### config.mk
export PLATFORM = sky130hd
export DESIGN_NAME = hrlc_back
export DESIGN_NICKNAME = d
export VERILOG_FILES = /design/src/rtl/hrlc_pkg.sv /design/src/rtl/hrlc_back.sv
export SDC_FILE = /design/constraint.sdc
export NUM_CORES = 1
export LEC_CHECK = 0
export ABC_CLOCK_PERIOD_IN_PS = 5150
export BUFFER_PORTS_ARGS = -buffer_cell sky130_fd_sc_hd__buf_2
export CAP_MARGIN = 20
export CORE_ASPECT_RATIO = 1.1
export CORE_MARGIN = 3
export CORE_UTILIZATION = 35
export DETAILED_ROUTE_END_ITERATION = 6
export SYNTH_ARGS = -nofsm -noshare
export SYNTH_HDL_FRONTEND = slang
export SYNTH_SLANG_ARGS = --single-unit
export TNS_END_PERCENT = 10
### constraint.sdc
create_clock -name clk -period 5.15 [get_ports clk]
set_clock_uncertainty 0.15 [all_clocks]
set_input_delay 0.7725 -clock clk [delete_from_list [all_inputs] [get_ports clk]]
set_output_delay 0.7725 -clock clk [all_outputs]
set_load 0.02 [all_outputs]
### src/rtl/hrlc_pkg.sv
// ----------------------------------------------------------------------------
// hrlc_pkg: shared types and constants for the request-line checker
// Byte classes, queue entry layout, verdict codes and the limit reset value.
// ----------------------------------------------------------------------------
`default_nettype none

package hrlc_pkg;

	// Verdict codes given on the result channel.
	localparam logic [1:0] VERDICT_OK                 = 2'd0;
	localparam logic [1:0] VERDICT_BAD_REQUEST        = 2'd1;
	localparam logic [1:0] VERDICT_METHOD_NOT_ALLOWED = 2'd2;
	localparam logic [1:0] VERDICT_TOO_LARGE          = 2'd3;

	// Header byte limit after reset.
	localparam logic [15:0] LIMIT_RESET = 16'd16384;

	// Byte values the checker cares about.
	localparam logic [7:0] CH_CR    = 8'h0D;
	localparam logic [7:0] CH_LF    = 8'h0A;
	localparam logic [7:0] CH_SPACE = 8'h20;
	localparam logic [7:0] CH_SLASH = 8'h2F;
	localparam logic [7:0] CH_G     = 8'h47;
	localparam logic [7:0] CH_E     = 8'h45;
	localparam logic [7:0] CH_T     = 8'h54;
	localparam logic [7:0] CH_H     = 8'h48;
	localparam logic [7:0] CH_P     = 8'h50;
	localparam logic [7:0] CH_DOT   = 8'h2E;
	localparam logic [7:0] CH_ZERO  = 8'h30;
	localparam logic [7:0] CH_ONE   = 8'h31;

	// Class of one received byte, decided by the front end.
	typedef enum logic [3:0] {
		CLS_OTHER = 4'd0,
		CLS_CR    = 4'd1,
		CLS_LF    = 4'd2,
		CLS_SPACE = 4'd3,
		CLS_SLASH = 4'd4,
		CLS_G     = 4'd5,
		CLS_E     = 4'd6,
		CLS_T     = 4'd7,
		CLS_H     = 4'd8,
		CLS_P     = 4'd9,
		CLS_DOT   = 4'd10,
		CLS_ZERO  = 4'd11,
		CLS_ONE   = 4'd12
	} cls_t;

	// One classified byte as it waits in the queue.
	typedef struct packed {
		logic start;
		cls_t cls;
	} qitem_t;

endpackage

`default_nettype wire

### src/rtl/hrlc_back.sv
// ----------------------------------------------------------------------------
// hrlc_back: request-line state and verdict stage
// Takes classified bytes from the queue, tracks the first line and the blank
// line terminator, and loads at most one verdict per request into the output
// register.
// ----------------------------------------------------------------------------
`default_nettype none

module hrlc_back import hrlc_pkg::*; (
	input  wire logic        clk,
	input  wire logic        arst_n,
	input  wire logic        cfg_we,
	input  wire logic [15:0] cfg_wdata,
	input  wire logic        q_valid,
	output logic             q_ready,
	input  wire qitem_t      q_item,
	output logic             out_valid,
	input  wire logic        out_ready,
	output logic [1:0]       verdict
);

	// Progress through the first line.
	typedef struct packed {
		logic [1:0] spaces;
		logic [2:0] mprog;
		logic       mmis;
		logic [1:0] tgt;
		logic [3:0] vprog;
		logic       vmis;
	} line_t;

	logic [15:0] limit_q;
	logic [15:0] bytes_q;
	logic [1:0]  term_q;
	logic        given_q;
	logic        ended_q;
	logic        crp_q;
	line_t       line_q;
	logic        out_valid_q;
	logic [1:0]  verdict_q;

	logic [15:0] bytes_d;
	logic [1:0]  term_d;
	logic        given_d;
	logic        ended_d;
	logic        crp_d;
	line_t       line_d;
	logic        pop;
	logic        emit;
	logic        done;
	logic [1:0]  result;

	// Expected class for each position of the method text.
	function automatic cls_t method_cls(input logic [1:0] idx);
		cls_t c;
		case (idx)
			2'd0:    c = CLS_G;
			2'd1:    c = CLS_E;
			2'd2:    c = CLS_T;
			default: c = CLS_OTHER;
		endcase
		return c;
	endfunction

	// Expected class for each position of the version prefix.
	function automatic cls_t version_cls(input logic [2:0] idx);
		cls_t c;
		case (idx)
			3'd0:    c = CLS_H;
			3'd1:    c = CLS_T;
			3'd2:    c = CLS_T;
			3'd3:    c = CLS_P;
			3'd4:    c = CLS_SLASH;
			3'd5:    c = CLS_ONE;
			3'd6:    c = CLS_DOT;
			default: c = CLS_OTHER;
		endcase
		return c;
	endfunction

	// Advance the first-line checks by one line byte.
	function automatic line_t feed(input line_t s, input cls_t c);
		line_t n;
		n = s;
		if (c == CLS_SPACE) begin
			if (s.spaces != 2'd3) begin
				n.spaces = s.spaces + 2'd1;
			end
		end else if (s.spaces == 2'd0) begin
			if (!s.mmis) begin
				if (s.mprog < 3'd3 && c == method_cls(s.mprog[1:0])) begin
					n.mprog = s.mprog + 3'd1;
				end else begin
					n.mmis = 1'b1;
				end
			end
		end else if (s.spaces == 2'd1) begin
			if (s.tgt == 2'd0) begin
				n.tgt = (c == CLS_SLASH) ? 2'd1 : 2'd2;
			end
		end else if (s.spaces == 2'd2) begin
			if (!s.vmis) begin
				if (s.vprog < 4'd7 && c == version_cls(s.vprog[2:0])) begin
					n.vprog = s.vprog + 4'd1;
				end else if (s.vprog == 4'd7 && (c == CLS_ZERO || c == CLS_ONE)) begin
					n.vprog = 4'd8;
				end else begin
					n.vmis = 1'b1;
				end
			end
		end
		return n;
	endfunction

	assign q_ready = !out_valid_q || out_ready;
	assign pop     = q_valid && q_ready;

	// Next-state logic for one request byte.
	always_comb begin
		// A start flag clears the request state before the byte is used.
		if (q_item.start) begin
			bytes_d = '0;
			term_d  = '0;
			given_d = 1'b0;
			ended_d = 1'b0;
			crp_d   = 1'b0;
			line_d  = '0;
		end else begin
			bytes_d = bytes_q;
			term_d  = term_q;
			given_d = given_q;
			ended_d = ended_q;
			crp_d   = crp_q;
			line_d  = line_q;
		end
		emit   = 1'b0;
		done   = 1'b0;
		result = VERDICT_OK;

		if (!given_d) begin
			// First line: a CR only ends the line when an LF follows it.
			if (!ended_d) begin
				if (crp_d) begin
					crp_d = 1'b0;
					if (q_item.cls == CLS_LF) begin
						ended_d = 1'b1;
					end else begin
						line_d = feed(line_d, CLS_CR);
					end
				end
				if (!ended_d) begin
					if (q_item.cls == CLS_CR) begin
						crp_d = 1'b1;
					end else begin
						line_d = feed(line_d, q_item.cls);
					end
				end
			end

			// Blank-line terminator.
			case (q_item.cls)
				CLS_CR: begin
					term_d = (term_d == 2'd2) ? 2'd3 : 2'd1;
				end
				CLS_LF: begin
					if (term_d == 2'd3) begin
						done   = 1'b1;
						term_d = 2'd0;
					end else begin
						term_d = (term_d == 2'd1) ? 2'd2 : 2'd0;
					end
				end
				default: begin
					term_d = 2'd0;
				end
			endcase

			// Saturating byte count.
			if (bytes_d != 16'hFFFF) begin
				bytes_d = bytes_d + 16'd1;
			end

			// Verdict: terminator first, then the byte limit.
			if (done) begin
				emit = 1'b1;
				if (!ended_d || line_d.spaces != 2'd2 || line_d.tgt != 2'd1 ||
				    line_d.vmis || line_d.vprog != 4'd8) begin
					result = VERDICT_BAD_REQUEST;
				end else if (line_d.mmis || line_d.mprog != 3'd3) begin
					result = VERDICT_METHOD_NOT_ALLOWED;
				end else begin
					result = VERDICT_OK;
				end
			end else if (bytes_d >= limit_q) begin
				emit   = 1'b1;
				result = VERDICT_TOO_LARGE;
			end
			if (emit) begin
				given_d = 1'b1;
			end
		end
	end

	// Limit register and request state.
	always_ff @(posedge clk or negedge arst_n) begin
		if (!arst_n) begin
			limit_q <= LIMIT_RESET;
			bytes_q <= '0;
			term_q  <= '0;
			given_q <= 1'b0;
			ended_q <= 1'b0;
			crp_q   <= 1'b0;
			line_q  <= '0;
		end else begin
			if (cfg_we) begin
				limit_q <= cfg_wdata;
			end
			if (pop) begin
				bytes_q <= bytes_d;
				term_q  <= term_d;
				given_q <= given_d;
				ended_q <= ended_d;
				crp_q   <= crp_d;
				line_q  <= line_d;
			end
		end
	end

	// Output register.
	always_ff @(posedge clk or negedge arst_n) begin
		if (!arst_n) begin
			out_valid_q <= 1'b0;
		end else if (pop && emit) begin
			out_valid_q <= 1'b1;
		end else if (out_ready) begin
			out_valid_q <= 1'b0;
		end
	end

	always_ff @(posedge clk) begin
		if (pop && emit) begin
			verdict_q <= result;
		end
	end

	assign out_valid = out_valid_q;
	assign verdict   = verdict_q;

	// A verdict marks the request as answered.
	a_emit_given: assert property (@(posedge clk) disable iff (!arst_n)
		(pop && emit) |=> (given_q && out_valid_q))
		else $error("verdict given without marking the request");

	// An answered request stays silent until a new one starts.
	a_silent_after: assert property (@(posedge clk) disable iff (!arst_n)
		(pop && given_q && !q_item.start) |-> !emit)
		else $error("second verdict for one request");

	// Any verdict other than too-large needs a finished first line.
	a_line_first: assert property (@(posedge clk) disable iff (!arst_n)
		(pop && emit && result != VERDICT_TOO_LARGE) |-> ended_d)
		else $error("line verdict before the first line ended");

endmodule

`default_nettype wire

---- Yosys cells after proc, flatten, opt, wreduce, memory -nomap -nowiden ----
Cells that the tools add are included.
storage, ports and cells
  bits in registers ....................... 53
  input bits .............................. 26
  output and inout port bits .............. 4
  logic and storage cells ................. 205
cells by class
  add/subtract/negate cells ............... 6
  magnitude comparators ................... 5
  eq/ne operators ......................... 40
  multiplexer cells ....................... 113
  reduce and logical (&&, ||, !) cells .... 27
operators with widths
  cell                   number
  $mux 4                 37
  $mux 13                8
  $mux 16                4
  $pmux 4 s6             2
  $mux 11                3
  $mux 2                 16
  $mux 1                 30
  $mux 5                 6
  $eq 3x3->1 const B     6
  $pmux 3 s3             2
  $add 16x1->16 const B  1
  $ge 16x16->1           1
  $ne 16x16->1 const B   1
  $mux 7                 2
  $eq 2x2->1 const B     6
  $eq 3x2->1 const B     4
  $logic_not 2->1        6
  $eq 2x1->1 const B     5
  $add 4x1->4 const B    2
  $eq 1x4->1 const A     2
  $eq 4x2->1 const B     2
  $eq 4x3->1 const B     2
  $eq 4x4->1             2
  $eq 4x4->1 const B     2
  18 further kinds       39

---- Depth between registers and ports, before layout ----
  depth after elaboration ................. 54
  depth in mapped cells ................... 20
  depth with buffers taken out ............ 17

---- Worst setup path before layout ----
No wires, ideal clock.
  path kind ............................... input to register
  start point ............................. input q_item[4] (netlist bit)
  end point ............................... register verdict_q[0] (netlist: verdict[0]) (enable)
  data arrival time ....................... 4.271 ns
  slack ................................... 0.470 ns
  stages .................................. 20
  cell sequence ........................... buf_2 buf_2 buf_2 nor2b_1 ha_1 and4b_1 and4_1 nand2_1 nand3_1 or3_1 xor2_1 nor2_1 ha_1 a21o_1 a21o_1 a21oi_1 nor2_1 a2111oi_0 and2_1 nor2_1
on the way
  cells in the longest elaborated chain, start to end .. 10
  elaborated cells between the ends (all ways) .. 17
  those cells by class .................... add/sub: 1; order compare: 1; eq/ne: 2; mux: 12; reduce/logical: 1
RTL lines
  element                                        line                                text
  start: declaration                             hrlc_back.sv:16                     input wire qitem_t q_item,
  $mux 16                                        hrlc_back.sv:121                    if (q_item.start) begin
  $add 16x1->16 or $ne 16x16->1 (tied branches)  hrlc_back.sv:180, hrlc_back.sv:179
  $mux 16                                        hrlc_back.sv:179                    if (bytes_d != 16'hFFFF) begin
  $mux 16                                        hrlc_back.sv:140                    if (!given_d) begin
  $ge 16x16->1                                   hrlc_back.sv:194                    end else if (bytes_d >= limit_q) begin
  $mux 1                                         hrlc_back.sv:194
  $mux 1                                         hrlc_back.sv:184                    if (done) begin
  $mux 1                                         hrlc_back.sv:140
  $mux 1 (*)                                     hrlc_back.sv:140
  $logic_and 1x1->1 (*)                          hrlc_back.sv:241                    if (pop && emit) begin
  end signal: assignment                         hrlc_back.sv:242                    verdict_q <= result;
  end: declaration                               hrlc_back.sv:40                     logic [1:0] verdict_q;
Every way passes the cells marked *; elsewhere a longest branch is shown, timed or not. The select of a mux whose other input is x is not followed.
A chain may end at the register's enable or synchronous reset.

---- Worst setup path in the final report ----
Ends and elaborated chain as after synthesis.

==> results.cfg <==
[outcome]
status = finished, final reports clean

[sta]
slew_headroom_pct = 29.74
tightest_slew_ns = 1.050
finalHoldViolations = 0
finalCritPeriodShare_pct = 91.65
finalSetupViolations = 0
tns_ns = 0
hold_slack_ns = 0.3408
setup_slack_ns = 0.4299
maxSlewViolCount = 0
clock.fmax_mhz = 211.9
period_needed_ns = 4.720
rsz0062_at_grt = no

[clocking]
cts_resized = 0
clock_sinks = 53
cts-root-buf = clkbuf_8
numCtsBuffers = 5
cts_hold_buffers = 0
clock_latency_ns = 0.31
clockBufferDepth = 2
cts_setup_buffers = 0
htreeDepth = 2
cts_tree = built
path_clk_slew_ns = 0.10

[finish]
nFillCells = 1070
utilization_pct = 40.19
mostFrequentLayoutCells = nand2_1 (67), dfrtp_1 (50), o21ai_0 (38)
area_delta_synth_final_pct = 9.318
layoutNonFillerInstCount = 600
multi_input_comb_area_um2 = 2148
regArea_um2 = 1338
final_common_cell = nand2_1
fin_nets = 504
drive_above_1_share_pct = 12.83
diodes = 0
final_cell_area_um2 = 4051

[die]
dieArea_um2 = 11860
fp.dieW_um = 104.1
core_area_um2 = 10080
die_height_um = 113.9
rows = 38
start_util_pct = 36.77
ios = 30

[flow_run]
cap_violations = 0

[place]
place_area_um2 = 3941
gp_congestion = 0.8584
dp_hpwl_um = 6458
pre_cts_slack_ns = 0.1492
port-buffer-count = 29
placed_cells = 592

[synthesis]
synth_cells = 445
ys_seq_area_share_pct = 36.09
synthFlopType = dfrtp_1
netlist.area_leader.share_pct = 33.76
synth_area_um2 = 3706
synth_area_leaders = dfrtp_1 (34%), nand2_1 (6.8%), ha_1 (6.4%)
synth_nets = 490
synth-warning-count = 0
yosysUniqueCellTypes = 66
synth_area_leader_cell = dfrtp_1
async_flop_share_pct = 96.23
synth_edf_count = 2
synth_area_per_cell_um2 = 8.328
synth-seq-cells = 53

[route]
wl_per_cell_um = 14.71
vias_per_cell = 5.320
ant_nets = 0
drt-total-wl_um = 8826
drcViolationCount = 0
drt_iter0_drc = 211
route.vias.total = 3192
drt-pass1-iter-count = 5

[worst_setup_path]
crit_required_ns = 5.04
cp-start-kind = primary input
path_common_cell = nor2_1
cp_top_family = simple AND/OR/NAND/NOR gates
path_cells = buf_2, nor2b_1, ha_1, and4b_1, and4_1, nand2_1, nand3_1, or3_1, xor2_1, nor2_1, ha_1, a21o_1, a21o_1, a21oi_1, nor2_1, a2111oi_0, and2_1, nor2_1
slowest_delay_ns = 0.64
endpoint_kind = register
cp_slowest_cell = a2111oi_0
critPathKind = primary input to register
critPathBufInv = 1
critPathMaxFanout = 11
timing.rr.start = bytes_q[1]
arrival_ns = 4.61
cp-startpoint = q_item[4]

[power]
irDropWorstVdd_mv = 0.1264
switching_share_pct = 28.29
power_mw = 0.8967
p_switching_mw = 0.2536
p_clk_share_pct = 31.7
p_seq_share_pct = 51.1
power_per_cell_area_nw_per_um2 = 221.3
p_leak_nw = 1.762
combPwrFrac_pct = 17.1
p_int_mw = 0.6431

[worst_hold_path]
worstHoldStart = bytes_q[1]
hp-class = register to register

[grt]
grt.overflow.total = 0
first_global_vias = 3024
grt_max_degree = 52
grt_pass1_wl_um = 15010
grt_util_all_layers_pct = 15.19
antenna_found_initial = 0
[synthesized netlist by cell type (7+ instances only)]
cell type  count
ha_1          19
nor2_1        37
xnor2_1       12
nand2_1       67
nor3_1         8
buf_2          8
nor4_1         7
clkbuf_1      16
nand4_1        8
xor2_1         8
nor2b_1        9
dfrtp_1       50
a21oi_1       16
nand2b_1       8
nand3_1        9
o21ai_0       38
inv_1         28
[worst paths after layout]
path | endpoint | slack [ns] | cells past startpoint
setup reg to reg | verdict[0] | 0.66 | 17
setup / recovery | verdict[0] | 0.43 | 18
hold reg to reg | bytes_q[1] | 0.34 | 2
min in group asynchronous | limit_q[4] | 0.42 | 2
max in group asynchronous | line_q[4] | 3.98 | 2
hold / removal | bytes_q[1] | 0.34 | 2
[routing by layer]
layer / wire length [um] / global-route usage (%)
met4: 51 / 1.862
met2: 4119 / 25.96
met3: 397 / 2.207
met1: 4257 / 21.13
met5: 0 / 0
[tightest hold or removal path, cell delays in order (launching register included)]
cell and delay (ns):
dfrtp_1 0.36, nand2_1 0.05, nand2_1 0.05
[power groups by stage]
stage	registers [mW]	logic, mW	clock network [mW]
floorplan	0.462	0.107	0
global placement	0.466	0.151	0
detailed placement	0.467	0.154	0
CTS	0.459	0.155	0.297
global route	0.462	0.177	0.312
finish	0.459	0.153	0.285
[state kept, by name, summed over array words and instances, names as in the netlist]
register / flops
verdict: 2
crp_q: 1
ended_q: 1
given_q: 1
out_valid: 1
bytes_q: 16
limit_q: 16
term_q: 2
line_q: 13
[kinds of logic (layout without fill, tap and decap cells)]
kind of cell,after synthesis,after routing,share of synthesized area [%]
AOI/OAI and AO/OA,104,104,18.13
xor gates and xnor gates,20,20,4.727
adders and majority gates,19,19,6.415
buffers and inverters,54,69,5.942
DFF,53,53,36.09
muxes,10,10,2.903
and+or+nand+nor,185,185,25.79
[area by class of cell]
| type | instances | share of cell area (%) |
|---|---|---|
| multi-input cells | 338 | 53.03 |
| flip-flops and latches | 53 | 33.01 |
| repair buffers | 33 | 4.324 |
| well taps | 140 | 4.324 |
| inverters | 28 | 2.594 |
| clock buffers | 5 | 1.699 |
| clock inverters | 3 | 1.019 |
Power figures use the tool's default switching activity.
